<file path="config.mk">
export PLATFORM = sky130hd
export DESIGN_NAME = double_ended_queue_flat
export DESIGN_NICKNAME = d
export VERILOG_FILES = /design/src/design/dq_pkg.sv /design/src/design/dq_if.sv /design/src/design/dq_cell.sv /design/src/design/dq_chain.sv /design/src/design/double_ended_queue.sv /design/src/flat_wrapper.sv
export SDC_FILE = /design/constraint.sdc
export NUM_CORES = 1
export LEC_CHECK = 0
export ABC_CLOCK_PERIOD_IN_PS = 8390
export BUFFER_PORTS_ARGS = -buffer_cell sky130_fd_sc_hd__buf_2
export CORE_ASPECT_RATIO = 0.75
export CORE_MARGIN = 4
export CORE_UTILIZATION = 55
export CTS_BUF_LIST = sky130_fd_sc_hd__clkbuf_16
export CTS_CLUSTER_SIZE = 8
export DETAILED_ROUTE_END_ITERATION = 8
export PLACE_DENSITY = 0.79
export SYNTH_ARGS = -nofsm -noshare
export SYNTH_HDL_FRONTEND = slang
export SYNTH_SLANG_ARGS = --single-unit
</file>
<file path="constraint.sdc">
create_clock -name clk -period 8.39 [get_ports clk]
set_input_delay 0.4195 -clock clk [delete_from_list [all_inputs] [get_ports clk]]
set_output_delay 0.4195 -clock clk [all_outputs]
set_load 0.005 [all_outputs]
</file>
<file path="src/design/dq_pkg.sv">
// Shared types and constants for the double-ended queue.
package dq_pkg;

  localparam int ACTION_W = 3;
  localparam int VALUE_W  = 32;
  localparam int STATUS_W = 2;
  localparam int COUNT_W  = 5;

  localparam logic [ACTION_W-1:0] ACT_INS_FRONT = 3'd0;
  localparam logic [ACTION_W-1:0] ACT_INS_REAR  = 3'd1;
  localparam logic [ACTION_W-1:0] ACT_REM_FRONT = 3'd2;
  localparam logic [ACTION_W-1:0] ACT_REM_REAR  = 3'd3;
  localparam logic [ACTION_W-1:0] ACT_PEEK      = 3'd4;

  typedef enum logic [STATUS_W-1:0] {
    ST_OK    = 2'd0,
    ST_EMPTY = 2'd1,
    ST_FULL  = 2'd2
  } status_t;

  typedef enum logic [1:0] {
    CHAIN_HOLD   = 2'd0,
    CHAIN_PUSH   = 2'd1,
    CHAIN_POP    = 2'd2,
    CHAIN_APPEND = 2'd3
  } chain_op_t;

endpackage

</file>
<file path="src/design/dq_if.sv">
// Command and result channel interfaces of the double-ended queue.
interface dq_cmd_if import dq_pkg::*; ();
  logic                       valid;
  logic                       ready;
  logic [ACTION_W-1:0]        action;
  logic signed [VALUE_W-1:0]  value;

  modport source (output valid, output action, output value, input ready);
  modport sink (input valid, input action, input value, output ready);
endinterface

interface dq_res_if import dq_pkg::*; ();
  logic                       valid;
  logic                       ready;
  logic [STATUS_W-1:0]        status;
  logic signed [VALUE_W-1:0]  front_value;
  logic signed [VALUE_W-1:0]  rear_value;
  logic [COUNT_W-1:0]         item_count;
  logic                       is_empty;

  modport source (output valid, output status, output front_value, output rear_value,
                  output item_count, output is_empty, input ready);
  modport sink (input valid, input status, input front_value, input rear_value,
                input item_count, input is_empty, output ready);
endinterface

</file>
<file path="src/design/dq_cell.sv">
// One storage cell of a deque chain, fed by its two neighbours.
module dq_cell import dq_pkg::*; #(
  parameter int DATA_WIDTH = 32,
  parameter int CNT_W      = 5,
  parameter int INDEX      = 0
) (
  input  logic                  clk,
  input  chain_op_t             op,
  input  logic [CNT_W-1:0]      count,
  input  logic [DATA_WIDTH-1:0] left,
  input  logic [DATA_WIDTH-1:0] right,
  input  logic [DATA_WIDTH-1:0] value,
  output logic [DATA_WIDTH-1:0] data
);

  localparam logic [CNT_W-1:0] SLOT = CNT_W'(INDEX);

  always_ff @(posedge clk) begin
    case (op)
      CHAIN_PUSH: begin
        data <= left;
      end
      CHAIN_POP: begin
        data <= right;
      end
      CHAIN_APPEND: begin
        if (count == SLOT) begin
          data <= value;
        end
      end
      default: begin
      end
    endcase
  end

endmodule

</file>
<file path="src/design/dq_chain.sv">
// A row of deque cells whose head sits at cell zero.
module dq_chain import dq_pkg::*; #(
  parameter int DEPTH      = 16,
  parameter int DATA_WIDTH = 32,
  parameter int CNT_W      = 5
) (
  input  logic                  clk,
  input  chain_op_t             op,
  input  logic [CNT_W-1:0]      count,
  input  logic [DATA_WIDTH-1:0] value,
  output logic [DATA_WIDTH-1:0] head
);

  logic [DATA_WIDTH-1:0] cells [DEPTH];

  for (genvar i = 0; i < DEPTH; i++) begin : g_cell
    logic [DATA_WIDTH-1:0] left;
    logic [DATA_WIDTH-1:0] right;

    if (i == 0) begin : g_first
      assign left = value;
    end else begin : g_inner_left
      assign left = cells[i-1];
    end

    if (i == DEPTH - 1) begin : g_last
      assign right = '0;
    end else begin : g_inner_right
      assign right = cells[i+1];
    end

    dq_cell #(
      .DATA_WIDTH (DATA_WIDTH),
      .CNT_W      (CNT_W),
      .INDEX      (i)
    ) u_cell (
      .clk   (clk),
      .op    (op),
      .count (count),
      .left  (left),
      .right (right),
      .value (value),
      .data  (cells[i])
    );
  end

  assign head = cells[0];

endmodule

</file>
<file path="src/design/double_ended_queue.sv">
// Bounded double-ended queue built from two mirrored chains of cells.
// The result of an action is registered and presented in the cycle after its command beat.
// One action per cycle while results are taken; both chains shift or write in the same cycle.
// The front is read at the head of the forward chain, the rear at the head of the reverse chain.
// Reset clears the element count and the result valid flag; cell contents are not reset.
module double_ended_queue import dq_pkg::*; #(
  parameter int DEPTH      = 16,
  parameter int DATA_WIDTH = 32
) (
  input logic      clk,
  input logic      rst,
  dq_cmd_if.sink   cmd,
  dq_res_if.source res
);

  localparam int CNT_W = $clog2(DEPTH + 1);
  localparam logic [CNT_W-1:0] FULL_COUNT = CNT_W'(DEPTH);
  localparam logic [CNT_W-1:0] ONE_COUNT  = CNT_W'(1);

  logic [CNT_W-1:0]              count;
  logic [CNT_W-1:0]              count_next;
  status_t                       status;
  status_t                       status_next;
  logic                          res_valid;
  logic                          cmd_acc;
  logic                          empty;
  chain_op_t                     fwd_op;
  chain_op_t                     rev_op;
  logic [DATA_WIDTH-1:0]         store_value;
  logic [DATA_WIDTH-1:0]         fwd_head;
  logic [DATA_WIDTH-1:0]         rev_head;
  logic [DATA_WIDTH+VALUE_W-1:0] value_ext;
  logic [DATA_WIDTH+VALUE_W-1:0] front_ext;
  logic [DATA_WIDTH+VALUE_W-1:0] rear_ext;
  logic [CNT_W+COUNT_W-1:0]      count_ext;

  assign cmd.ready   = !res_valid || res.ready;
  assign cmd_acc     = cmd.valid && cmd.ready;
  assign value_ext   = {{DATA_WIDTH{cmd.value[VALUE_W-1]}}, cmd.value};
  assign store_value = value_ext[DATA_WIDTH-1:0];

  always_comb begin
    status_next = ST_OK;
    count_next  = count;
    fwd_op      = CHAIN_HOLD;
    rev_op      = CHAIN_HOLD;
    if (cmd_acc) begin
      unique case (cmd.action)
        ACT_INS_FRONT: begin
          if (count == FULL_COUNT) begin
            status_next = ST_FULL;
          end else begin
            fwd_op     = CHAIN_PUSH;
            rev_op     = CHAIN_APPEND;
            count_next = count + ONE_COUNT;
          end
        end
        ACT_INS_REAR: begin
          if (count == FULL_COUNT) begin
            status_next = ST_FULL;
          end else begin
            fwd_op     = CHAIN_APPEND;
            rev_op     = CHAIN_PUSH;
            count_next = count + ONE_COUNT;
          end
        end
        ACT_REM_FRONT: begin
          if (count == '0) begin
            status_next = ST_EMPTY;
          end else begin
            fwd_op     = CHAIN_POP;
            count_next = count - ONE_COUNT;
          end
        end
        ACT_REM_REAR: begin
          if (count == '0) begin
            status_next = ST_EMPTY;
          end else begin
            rev_op     = CHAIN_POP;
            count_next = count - ONE_COUNT;
          end
        end
        default: begin
        end
      endcase
    end
  end

  always_ff @(posedge clk) begin
    if (rst) begin
      count     <= '0;
      res_valid <= 1'b0;
    end else begin
      count <= count_next;
      if (cmd_acc) begin
        res_valid <= 1'b1;
      end else if (res.ready) begin
        res_valid <= 1'b0;
      end
    end
  end

  always_ff @(posedge clk) begin
    if (cmd_acc) begin
      status <= status_next;
    end
  end

  dq_chain #(
    .DEPTH      (DEPTH),
    .DATA_WIDTH (DATA_WIDTH),
    .CNT_W      (CNT_W)
  ) u_fwd_chain (
    .clk   (clk),
    .op    (fwd_op),
    .count (count),
    .value (store_value),
    .head  (fwd_head)
  );

  dq_chain #(
    .DEPTH      (DEPTH),
    .DATA_WIDTH (DATA_WIDTH),
    .CNT_W      (CNT_W)
  ) u_rev_chain (
    .clk   (clk),
    .op    (rev_op),
    .count (count),
    .value (store_value),
    .head  (rev_head)
  );

  assign empty     = (count == '0);
  assign front_ext = {{VALUE_W{fwd_head[DATA_WIDTH-1]}}, fwd_head};
  assign rear_ext  = {{VALUE_W{rev_head[DATA_WIDTH-1]}}, rev_head};
  assign count_ext = {{COUNT_W{1'b0}}, count};

  assign res.valid       = res_valid;
  assign res.status      = status;
  assign res.front_value = empty ? '0 : front_ext[VALUE_W-1:0];
  assign res.rear_value  = empty ? '0 : rear_ext[VALUE_W-1:0];
  assign res.item_count  = count_ext[COUNT_W-1:0];
  assign res.is_empty    = empty;

`ifndef SYNTHESIS
  a_count_bound: assert property (@(posedge clk) disable iff (rst)
    count <= FULL_COUNT)
    else $error("Element count exceeds the depth.");

  a_full_insert: assert property (@(posedge clk) disable iff (rst)
    cmd_acc && (cmd.action == ACT_INS_FRONT || cmd.action == ACT_INS_REAR) &&
    count == FULL_COUNT |=> res_valid && status == ST_FULL && count == FULL_COUNT)
    else $error("Insert on a full deque did not report full or changed the count.");

  a_empty_remove: assert property (@(posedge clk) disable iff (rst)
    cmd_acc && (cmd.action == ACT_REM_FRONT || cmd.action == ACT_REM_REAR) &&
    count == '0 |=> res_valid && status == ST_EMPTY && count == '0)
    else $error("Remove on an empty deque did not report empty or changed the count.");

  a_single_heads: assert property (@(posedge clk) disable iff (rst)
    count == ONE_COUNT |-> fwd_head == rev_head)
    else $error("Forward and reverse chains disagree on a single element.");
`endif

endmodule

</file>
<file path="src/flat_wrapper.sv">
// flat-port wrapper written by rule: the top's interface ports become plain ports
module double_ended_queue_flat import dq_pkg::*;
#(
  parameter int DEPTH      = 16,
  parameter int DATA_WIDTH = 32
)
  (clk, rst, cmd_valid, cmd_action, cmd_value, cmd_ready, res_valid, res_status, res_front_value, res_rear_value, res_item_count, res_is_empty, res_ready);
  dq_cmd_if cmd_i ();
  dq_res_if res_i ();
  input logic clk;
  input logic rst;
  input wire logic [$bits(cmd_i.valid)-1:0] cmd_valid;
  input wire logic [$bits(cmd_i.action)-1:0] cmd_action;
  input wire logic [$bits(cmd_i.value)-1:0] cmd_value;
  output wire logic [$bits(cmd_i.ready)-1:0] cmd_ready;
  output wire logic [$bits(res_i.valid)-1:0] res_valid;
  output wire logic [$bits(res_i.status)-1:0] res_status;
  output wire logic [$bits(res_i.front_value)-1:0] res_front_value;
  output wire logic [$bits(res_i.rear_value)-1:0] res_rear_value;
  output wire logic [$bits(res_i.item_count)-1:0] res_item_count;
  output wire logic [$bits(res_i.is_empty)-1:0] res_is_empty;
  input wire logic [$bits(res_i.ready)-1:0] res_ready;
  assign cmd_i.valid = cmd_valid;
  assign cmd_i.action = cmd_action;
  assign cmd_i.value = cmd_value;
  assign cmd_ready = cmd_i.ready;
  assign res_valid = res_i.valid;
  assign res_status = res_i.status;
  assign res_front_value = res_i.front_value;
  assign res_rear_value = res_i.rear_value;
  assign res_item_count = res_i.item_count;
  assign res_is_empty = res_i.is_empty;
  assign res_i.ready = res_ready;
  double_ended_queue #(.DEPTH(DEPTH), .DATA_WIDTH(DATA_WIDTH)) u_core (.clk(clk), .rst(rst), .cmd(cmd_i), .res(res_i));
endmodule
</file>
# --- After elaboration in Yosys (flattened, before gate mapping) ---
# Cells that the tools add are included.
totals:
  regBits: 1032
  inputBits: 39
  output_inout_bits: 74
  elab_cells: 205
op_classes:
  addsub: 2
  n_eq_ne: 59
  muxes: 65
  reduce_logical: 44
ops:
  columns: ["cell", "n"]
  rows:
  - ["case mux 32 bit (3 select lines)", 32]
  - ["2-to-1 mux 32 bit", 18]
  - ["!= test 2 x 1 -> 1 bit, second input constant", 32]
  - ["AND reduction 2 bit", 32]
  - ["equality test 5 x 4 -> 1 bit, second input constant", 8]
  - ["equality test 5 x 3 -> 1 bit, second input constant", 4]
  - ["case mux 2 bit (3 select lines)", 2]
  - ["equality test 5 x 2 -> 1 bit, second input constant", 2]
  - ["2-to-1 mux 2 bit", 5]
  - ["2-to-1 mux 5 bit", 2]
  - ["case mux 5 bit (2 select lines)", 1]
  - ["equality test 2 bit, second input constant", 4]
  - ["equality test 3 x 2 -> 1 bit, second input constant", 2]
  - ["nonzero test 3 bit", 2]
  - ["adder 5 x 1 -> 5 bit, second input constant", 1]
  - ["equality test 5 x 1 -> 1 bit, second input constant", 1]
  - ["equality test 5 bit, second input constant", 1]
  - ["zero test 5 bit", 1]
  - ["subtractor 5 x 1 -> 5 bit, second input constant", 1]
  - ["equality test 2 x 1 -> 1 bit, second input constant", 2]
  - ["2-to-1 mux 1 bit", 4]
  - ["!= test 2 bit, second input constant", 2]
  - ["case mux 2 bit (2 select lines)", 1]
  - ["AND reduction 4 bit", 1]
  - ["other kinds (7)", 9]

# --- Logic depth before layout (Yosys ltp) ---
depth:
  ltp_word: 7
  depth_mapped: 10
  ltp_nobuf: 7

# --- Modules after synthesis ---
# From an unflattened synthesis, not the netlist that was laid out.
hier_totals:
  cells_unflattened: 4707
  hier_area_um2: 55310.5
modules_own_cells:
  columns: ["module", "n_inst", "cells_each", "area_each_um2", "seq_area_each_um2"]
  rows:
  - ["dq_cell (u_core.u_fwd_chain.g_cell[10].u_cell ...)", 10, 143, 1701.6, 960.9]
  - ["dq_cell (u_core.u_fwd_chain.g_cell[11].u_cell ...)", 8, 143, 1699.1, 960.9]
  - ["dq_cell (u_core.u_fwd_chain.g_cell[1].u_cell ...)", 4, 143, 1704.1, 960.9]
  - ["dq_cell (u_core.u_fwd_chain.g_cell[4].u_cell ...)", 4, 142, 1691.6, 960.9]
  - ["dq_cell (u_core.u_fwd_chain.g_cell[3].u_cell ...)", 2, 143, 1694.1, 960.9]
  - ["dq_cell (u_core.u_fwd_chain.g_cell[15].u_cell ...)", 2, 143, 1691.6, 960.9]
  - ["dq_cell (u_core.u_fwd_chain.g_cell[0].u_cell ...)", 2, 142, 1654.1, 960.9]
  - ["double_ended_queue", 1, 135, 1031.0, 180.2]
  - ["dq_chain", 2, 1, 3.8, 0.0]

# --- Least setup slack after synthesis ---
# OpenSTA, ideal clock, no wires.
synth_timing:
  path_type: "register to register"
  startpoint: "register u_core.count[0], in the netlist u_core.res.item_count[0]"
  endpoint: "register u_core.u_rev_chain.g_cell[0].u_cell.data[0], enable pin"
  setup_ns: 0.432
  arrival_ns: 3.265
  required_time_ns: 7.958
  slack_ns: 4.693
  stages_incl_launch_ff: 10
  path_buffers: 3
  period_less_slack_ns: 3.697
  cell_sequence: "dfxtp_1 > inv_1 > ha_1 > nand4bb_2 > buf_2 > nand2_2 > buf_4 > nor2_1 > clkbuf_1 > a21oi_1"
synth_via:
  elab_chain_cells: 7
  elab_cells_between_ends: 13
  classes_between: "5 x eq/ne; 5 x mux; 3 x reduce/logical"
synth_lines:
  columns: ["item", "line_no", "text"]
  rows:
  - ["start: declaration", "double_ended_queue.sv:20", "logic [CNT_W-1:0] count;"]
  - ["start signal: assignment", "double_ended_queue.sv:94", "count <= count_next;"]
  - ["equality test 5 bit / zero test 5 bit (equally long branches)", null, null]
  - ["2-to-1 mux 1 bit (tied with other cells)", "double_ended_queue.sv:59", "if (count == FULL_COUNT) begin"]
  - ["case mux 2 bit (3 select lines)", "double_ended_queue.sv:48", "unique case (cmd.action)"]
  - ["2-to-1 mux 2 bit", "double_ended_queue.sv:47", "if (cmd_acc) begin"]
  - ["equality test 2 bit / equality test 2 x 1 -> 1 bit (equally long branches)", "dq_cell.sv:19", "case (op)"]
  - ["!= test 2 x 1 -> 1 bit (no source line) / nonzero test 3 bit (equally long branches)", null, null]
  - ["AND reduction 2 bit (no source line) *", null, null]
  - ["end signal: assignment", "dq_cell.sv:21", "data <= left;"]
  - ["end signal: assignment", "dq_cell.sv:24", "data <= right;"]
  - ["end signal: assignment", "dq_cell.sv:28", "data <= value;"]
  - ["end: declaration", "dq_cell.sv:13", "output logic [DATA_WIDTH-1:0] data"]
# Every way passes the cells marked *; elsewhere a longest branch is shown, timed or not.
# A chain may end at the register's enable or synchronous reset.

# --- Worst setup path after layout ---
layout_timing:
  startpoint: "register u_core.count[0], in the netlist u_core.res.item_count[0]"
  endpoint: "register u_core.u_rev_chain.g_cell[4].u_cell.data[16], enable pin"
layout_via:
  elab_chain_cells: 7
  elab_cells_between_ends: 14
  classes_between: "6 x eq/ne; 5 x mux; 3 x reduce/logical"
layout_lines:
  columns: ["item", "line_no"]
  rows:
  - ["equality test 5 bit / zero test 5 bit (equally long branches)", "double_ended_queue.sv:50, double_ended_queue.sv:59, double_ended_queue.sv:76"]
  - ["2-to-1 mux 1 bit (tied with other cells)", "double_ended_queue.sv:59"]
  - ["case mux 2 bit (3 select lines)", "double_ended_queue.sv:48"]
  - ["2-to-1 mux 2 bit", "double_ended_queue.sv:47"]
  - ["equality test 2 bit / equality test 2 x 1 -> 1 bit (equally long branches)", "dq_cell.sv:19"]
  - ["!= test 2 x 1 -> 1 bit (no source line) / nonzero test 3 bit (equally long branches)", null]
  - ["AND reduction 2 bit (no source line) *", null]
  - ["end signal: assignment", "dq_cell.sv:21"]
  - ["end signal: assignment", "dq_cell.sv:24"]
  - ["end signal: assignment", "dq_cell.sv:28"]
  - ["end: declaration", "dq_cell.sv:13"]
# Marks and branches as above.

==> impl_results.md <==
- Status: completed
- Critical Path Start: u_core.res.item_count[0]$_SDFFE_PP0P_
- Iteration-0 DRC Markers: 4548
- Initial Utilization: 55.89%
- Largest stage delay, worst path: 1.05 ns
- CP Capture Type: flip-flop
- Avg Synthesized Cell Area: 13.58 µm²
- Top layer in use: met5
- DRT met1 WL: 51.68 mm
- Fraction of layout instances using a drive strength above 1: between 10% and 20%
- Cell with the most instances after synthesis: edfxtp_1
- Core ar.: 0.08657 mm²
- RR Startpoint: u_core.res.item_count[0]$_SDFFE_PP0P_
- Number of synthesized flops with an enable pin: 1026
- FF+latch count, synth: 1032
- CP most frequent cell: buf_4
- RSZ-0062 raised after global routing: false
- Filler instances: about 6300
- Final Net Count: 3568
- Die width: 350.5 µm
- Vias per inst: between 6 and 7
- Drt first pass iters: 5
- Most area-consuming cells after synthesis: edfxtp_1 (64%), a221o_1 (9.4%), mux2i_1 (9.2%)
- Worst R2R Path Depth: 9
- FF-to-FF End: u_core.u_rev_chain.g_cell[4].u_cell.data[16]$_DFFE_PP_
- CTS tree: yes
- DRT antenna net count: 0
- Worst-Margin Slew: 1.204 ns
- Syn nets: ~3600
- Most area-hungry cell type in the Yosys netlist: edfxtp_1
- Max Buffers Root-to-Sink: 3
- Post-Route WL: 120.4 mm
- Vias: 31290
- Hold EP: u_core.u_rev_chain.g_cell[15].u_cell.data[15]$_DFFE_PP_
- # clock sinks: 1032
- Clock transition at path regs: roughly 0.060 ns
- Max VDD drop: 0.2026 mV
- Fmax achieved: ~0.18 GHz
- Arr. time, crit path: 5.83 ns
- Worst hold path startpoint: cmd_value[15]
- Wire per inst: 25.69 µm
- Final Wtd Congestion: 0.8592
- Worst Path Required: 8.73 ns
- Startpoint types: flip-flop
- PortBufs: between 100 and 150
- Worst hold path class: primary input to flip-flop
- Post-CTS Hold Buffers: 3
- Initial antenna violation count: 4
- Clk_skew: 0.02352 ns
- Post-CTS resize count: 0
- Min Hold Slack: 0.05263 ns
- Clk root buf: clkbuf_16
- Seq/Total Area, Yosys: a little under two thirds
- Post-Syn Instances: around 3600
- # rows: 93
- First-pass GRT wire length: 182.7 mm
- Power per cell area: 226.5 mW/mm²
- Hold Crit Depth: 2
- Synth Cell Area: 0.04838 mm²
- # DRC: 0
- Max_slew headroom: 19.31%
- Buffer count from post-CTS setup fixing: 0
- Min cycle time layout: 5.495 ns
- Layout area overhead: 10.64%
- Vias in the first global route: 30260
- DR WL met2: 51.12 mm
- Max_cap viols: 0
- Synth cell types: 44
- CP Max Fanout: about 130
- Share of synthesized registers carrying an async set or reset: 0%
- CTS Buf Count: 146
- Met3 WL: 15.34 mm
- Ports: ~110
- Die Height: about 260 µm
- Grt ovf: 0
- Worst skew pair latency: 0.72 ns
- Top cells by count, synth: edfxtp_1 (1026), a21oi_1 (478), inv_1 (454)
- Share of the synthesized area in the top cell type: 63.68%
- Dpl hpwl: 67.27 mm
- Max-slew violations: 0
- CTS H-tree depth: 4
- Final setup viols: 0
- Final TNS setup: 0 ns
- Leakage power: 19.13 nW
- Main synth FF type: edfxtp_1
- Pin count of the biggest net entering global routing: around 240
- Slowest CP cell: nand2_8
- Die ar.: 0.09283 mm²
- Final hold vios: 0
- GRT Total Usage: 25.48%
- Fin crit share: 65.50%
- Setup CP Type: flip-flop to flip-flop
- R2R Setup Slk: ~2.9 ns
- Critical path cell sequence: inv_1 -> ha_1 -> nand4bb_2 -> nand2_8 -> buf_4 -> nor2_4 -> buf_4 -> a21oi_4 -> buf_4
- Ys Warns: 0
## power by group
| group | total, W | switching (W) | internal [W] |
|---|---|---|---|
| clock network | 0.00532 | 0.00208 | 0.00324 |
| logic | 0.000821 | 0.000529 | 0.000292 |
| registers | 0.00599 | 0.0000964 | 0.00589 |
## per-stage QoR
stage	total power, W	utilization [%]	worst slack, ns	std cells	instance area [µm²]
after global routing	0.01248	61.83	2.664	4687	53520
after global placement	0.006847	57.19	3.290	4512	49510
after floorplan	0.006580	-	4.693	3564	48380
after detailed placement	0.006876	57.19	3.105	4512	49510
after CTS	0.01216	61.83	3.056	4687	53520
final	0.01213	61.83	2.895	4689	53530
## cell families (layout without fill, tap and decap cells)
family | count (synthesis) | after routing | share of synthesized area [%]
compound gates | 1011 | 1011 | 15.64
xor+xnor | 3 | 3 | 0.05432
fa+ha+maj | 6 | 6 | 0.1552
buf+inv | 812 | 795 | 7.285
flops | 1032 | 1032 | 63.93
mux | 504 | 504 | 10.58
other cells | 0 | 2 | 0
simple gates | 196 | 196 | 2.364
## worst max-delay path by stage
stage | to | cells past startpoint | slack (ns)
floorplan | u_core.u_rev_chain.g_cell[0].u_cell.data[0]$_DFFE_PP_ | 9 | 4.69
global placement | u_core.u_rev_chain.g_cell[5].u_cell.data[22]$_DFFE_PP_ | 9 | 3.29
detailed placement | u_core.u_rev_chain.g_cell[5].u_cell.data[22]$_DFFE_PP_ | 9 | 3.10
CTS | u_core.u_rev_chain.g_cell[3].u_cell.data[16]$_DFFE_PP_ | 9 | 3.06
global route | u_core.u_rev_chain.g_cell[4].u_cell.data[16]$_DFFE_PP_ | 9 | 2.66
finish | u_core.u_rev_chain.g_cell[4].u_cell.data[16]$_DFFE_PP_ | 9 | 2.89
## layout make-up
class	instances	area (µm²)	area share [%]
clock inverters	16	77.57	0.1449
clock buffers	156	3904	7.293
well taps	1140	1426	2.665
flip-flops and latches	1032	30930	57.78
diodes	2	5.005	0.009350
inverters	454	1704	3.184
multi-input cells	1720	14400	26.90
repair buffers	169	1084	2.024
## sequential cells by signal (all words and copies together) (netlist names)
name and cells:
u_core.u_fwd_chain.g_cell.u_cell.data 512, u_core.res.valid 1, u_core.res.item_count 5, u_core.u_rev_chain.g_cell.u_cell.data 512
u_core.res.status 2
## cell usage in the layout (no fill, tap or decap), types with 21 or more instances in the layout
| master | count |
|---|---|
| inv_1 | 468 |
| edfxtp_1 | 1026 |
| buf_4 | 47 |
| a21oi_1 | 446 |
| mux2i_1 | 445 |
| mux2_2 | 59 |
| a21o_1 | 37 |
| buf_2 | 112 |
| a21oi_4 | 32 |
| and3_1 | 35 |
| nor2_1 | 21 |
| a221o_1 | 453 |
| and2_1 | 80 |
| a22o_1 | 27 |
| clkbuf_16 | 156 |
## worst max-delay path: cells and delay by family, from the launching register on
family | cells | cell delay, ns
adders and majority gates | 1 | 0.26
and+or+nand+nor | 3 | 1.96
DFF | 1 | 0.37
buffers and inverters | 4 | 2.15
AOI/OAI and AO/OA | 1 | 0.22
## per-layer routing
layer	global-route usage, %	up-vias
li1	-	13480
met1	39.62	15740
met2	35.41	1886
met3	6.822	181
met4	6.726	4
met5	0	-
(Power assumes the default switching activity.)
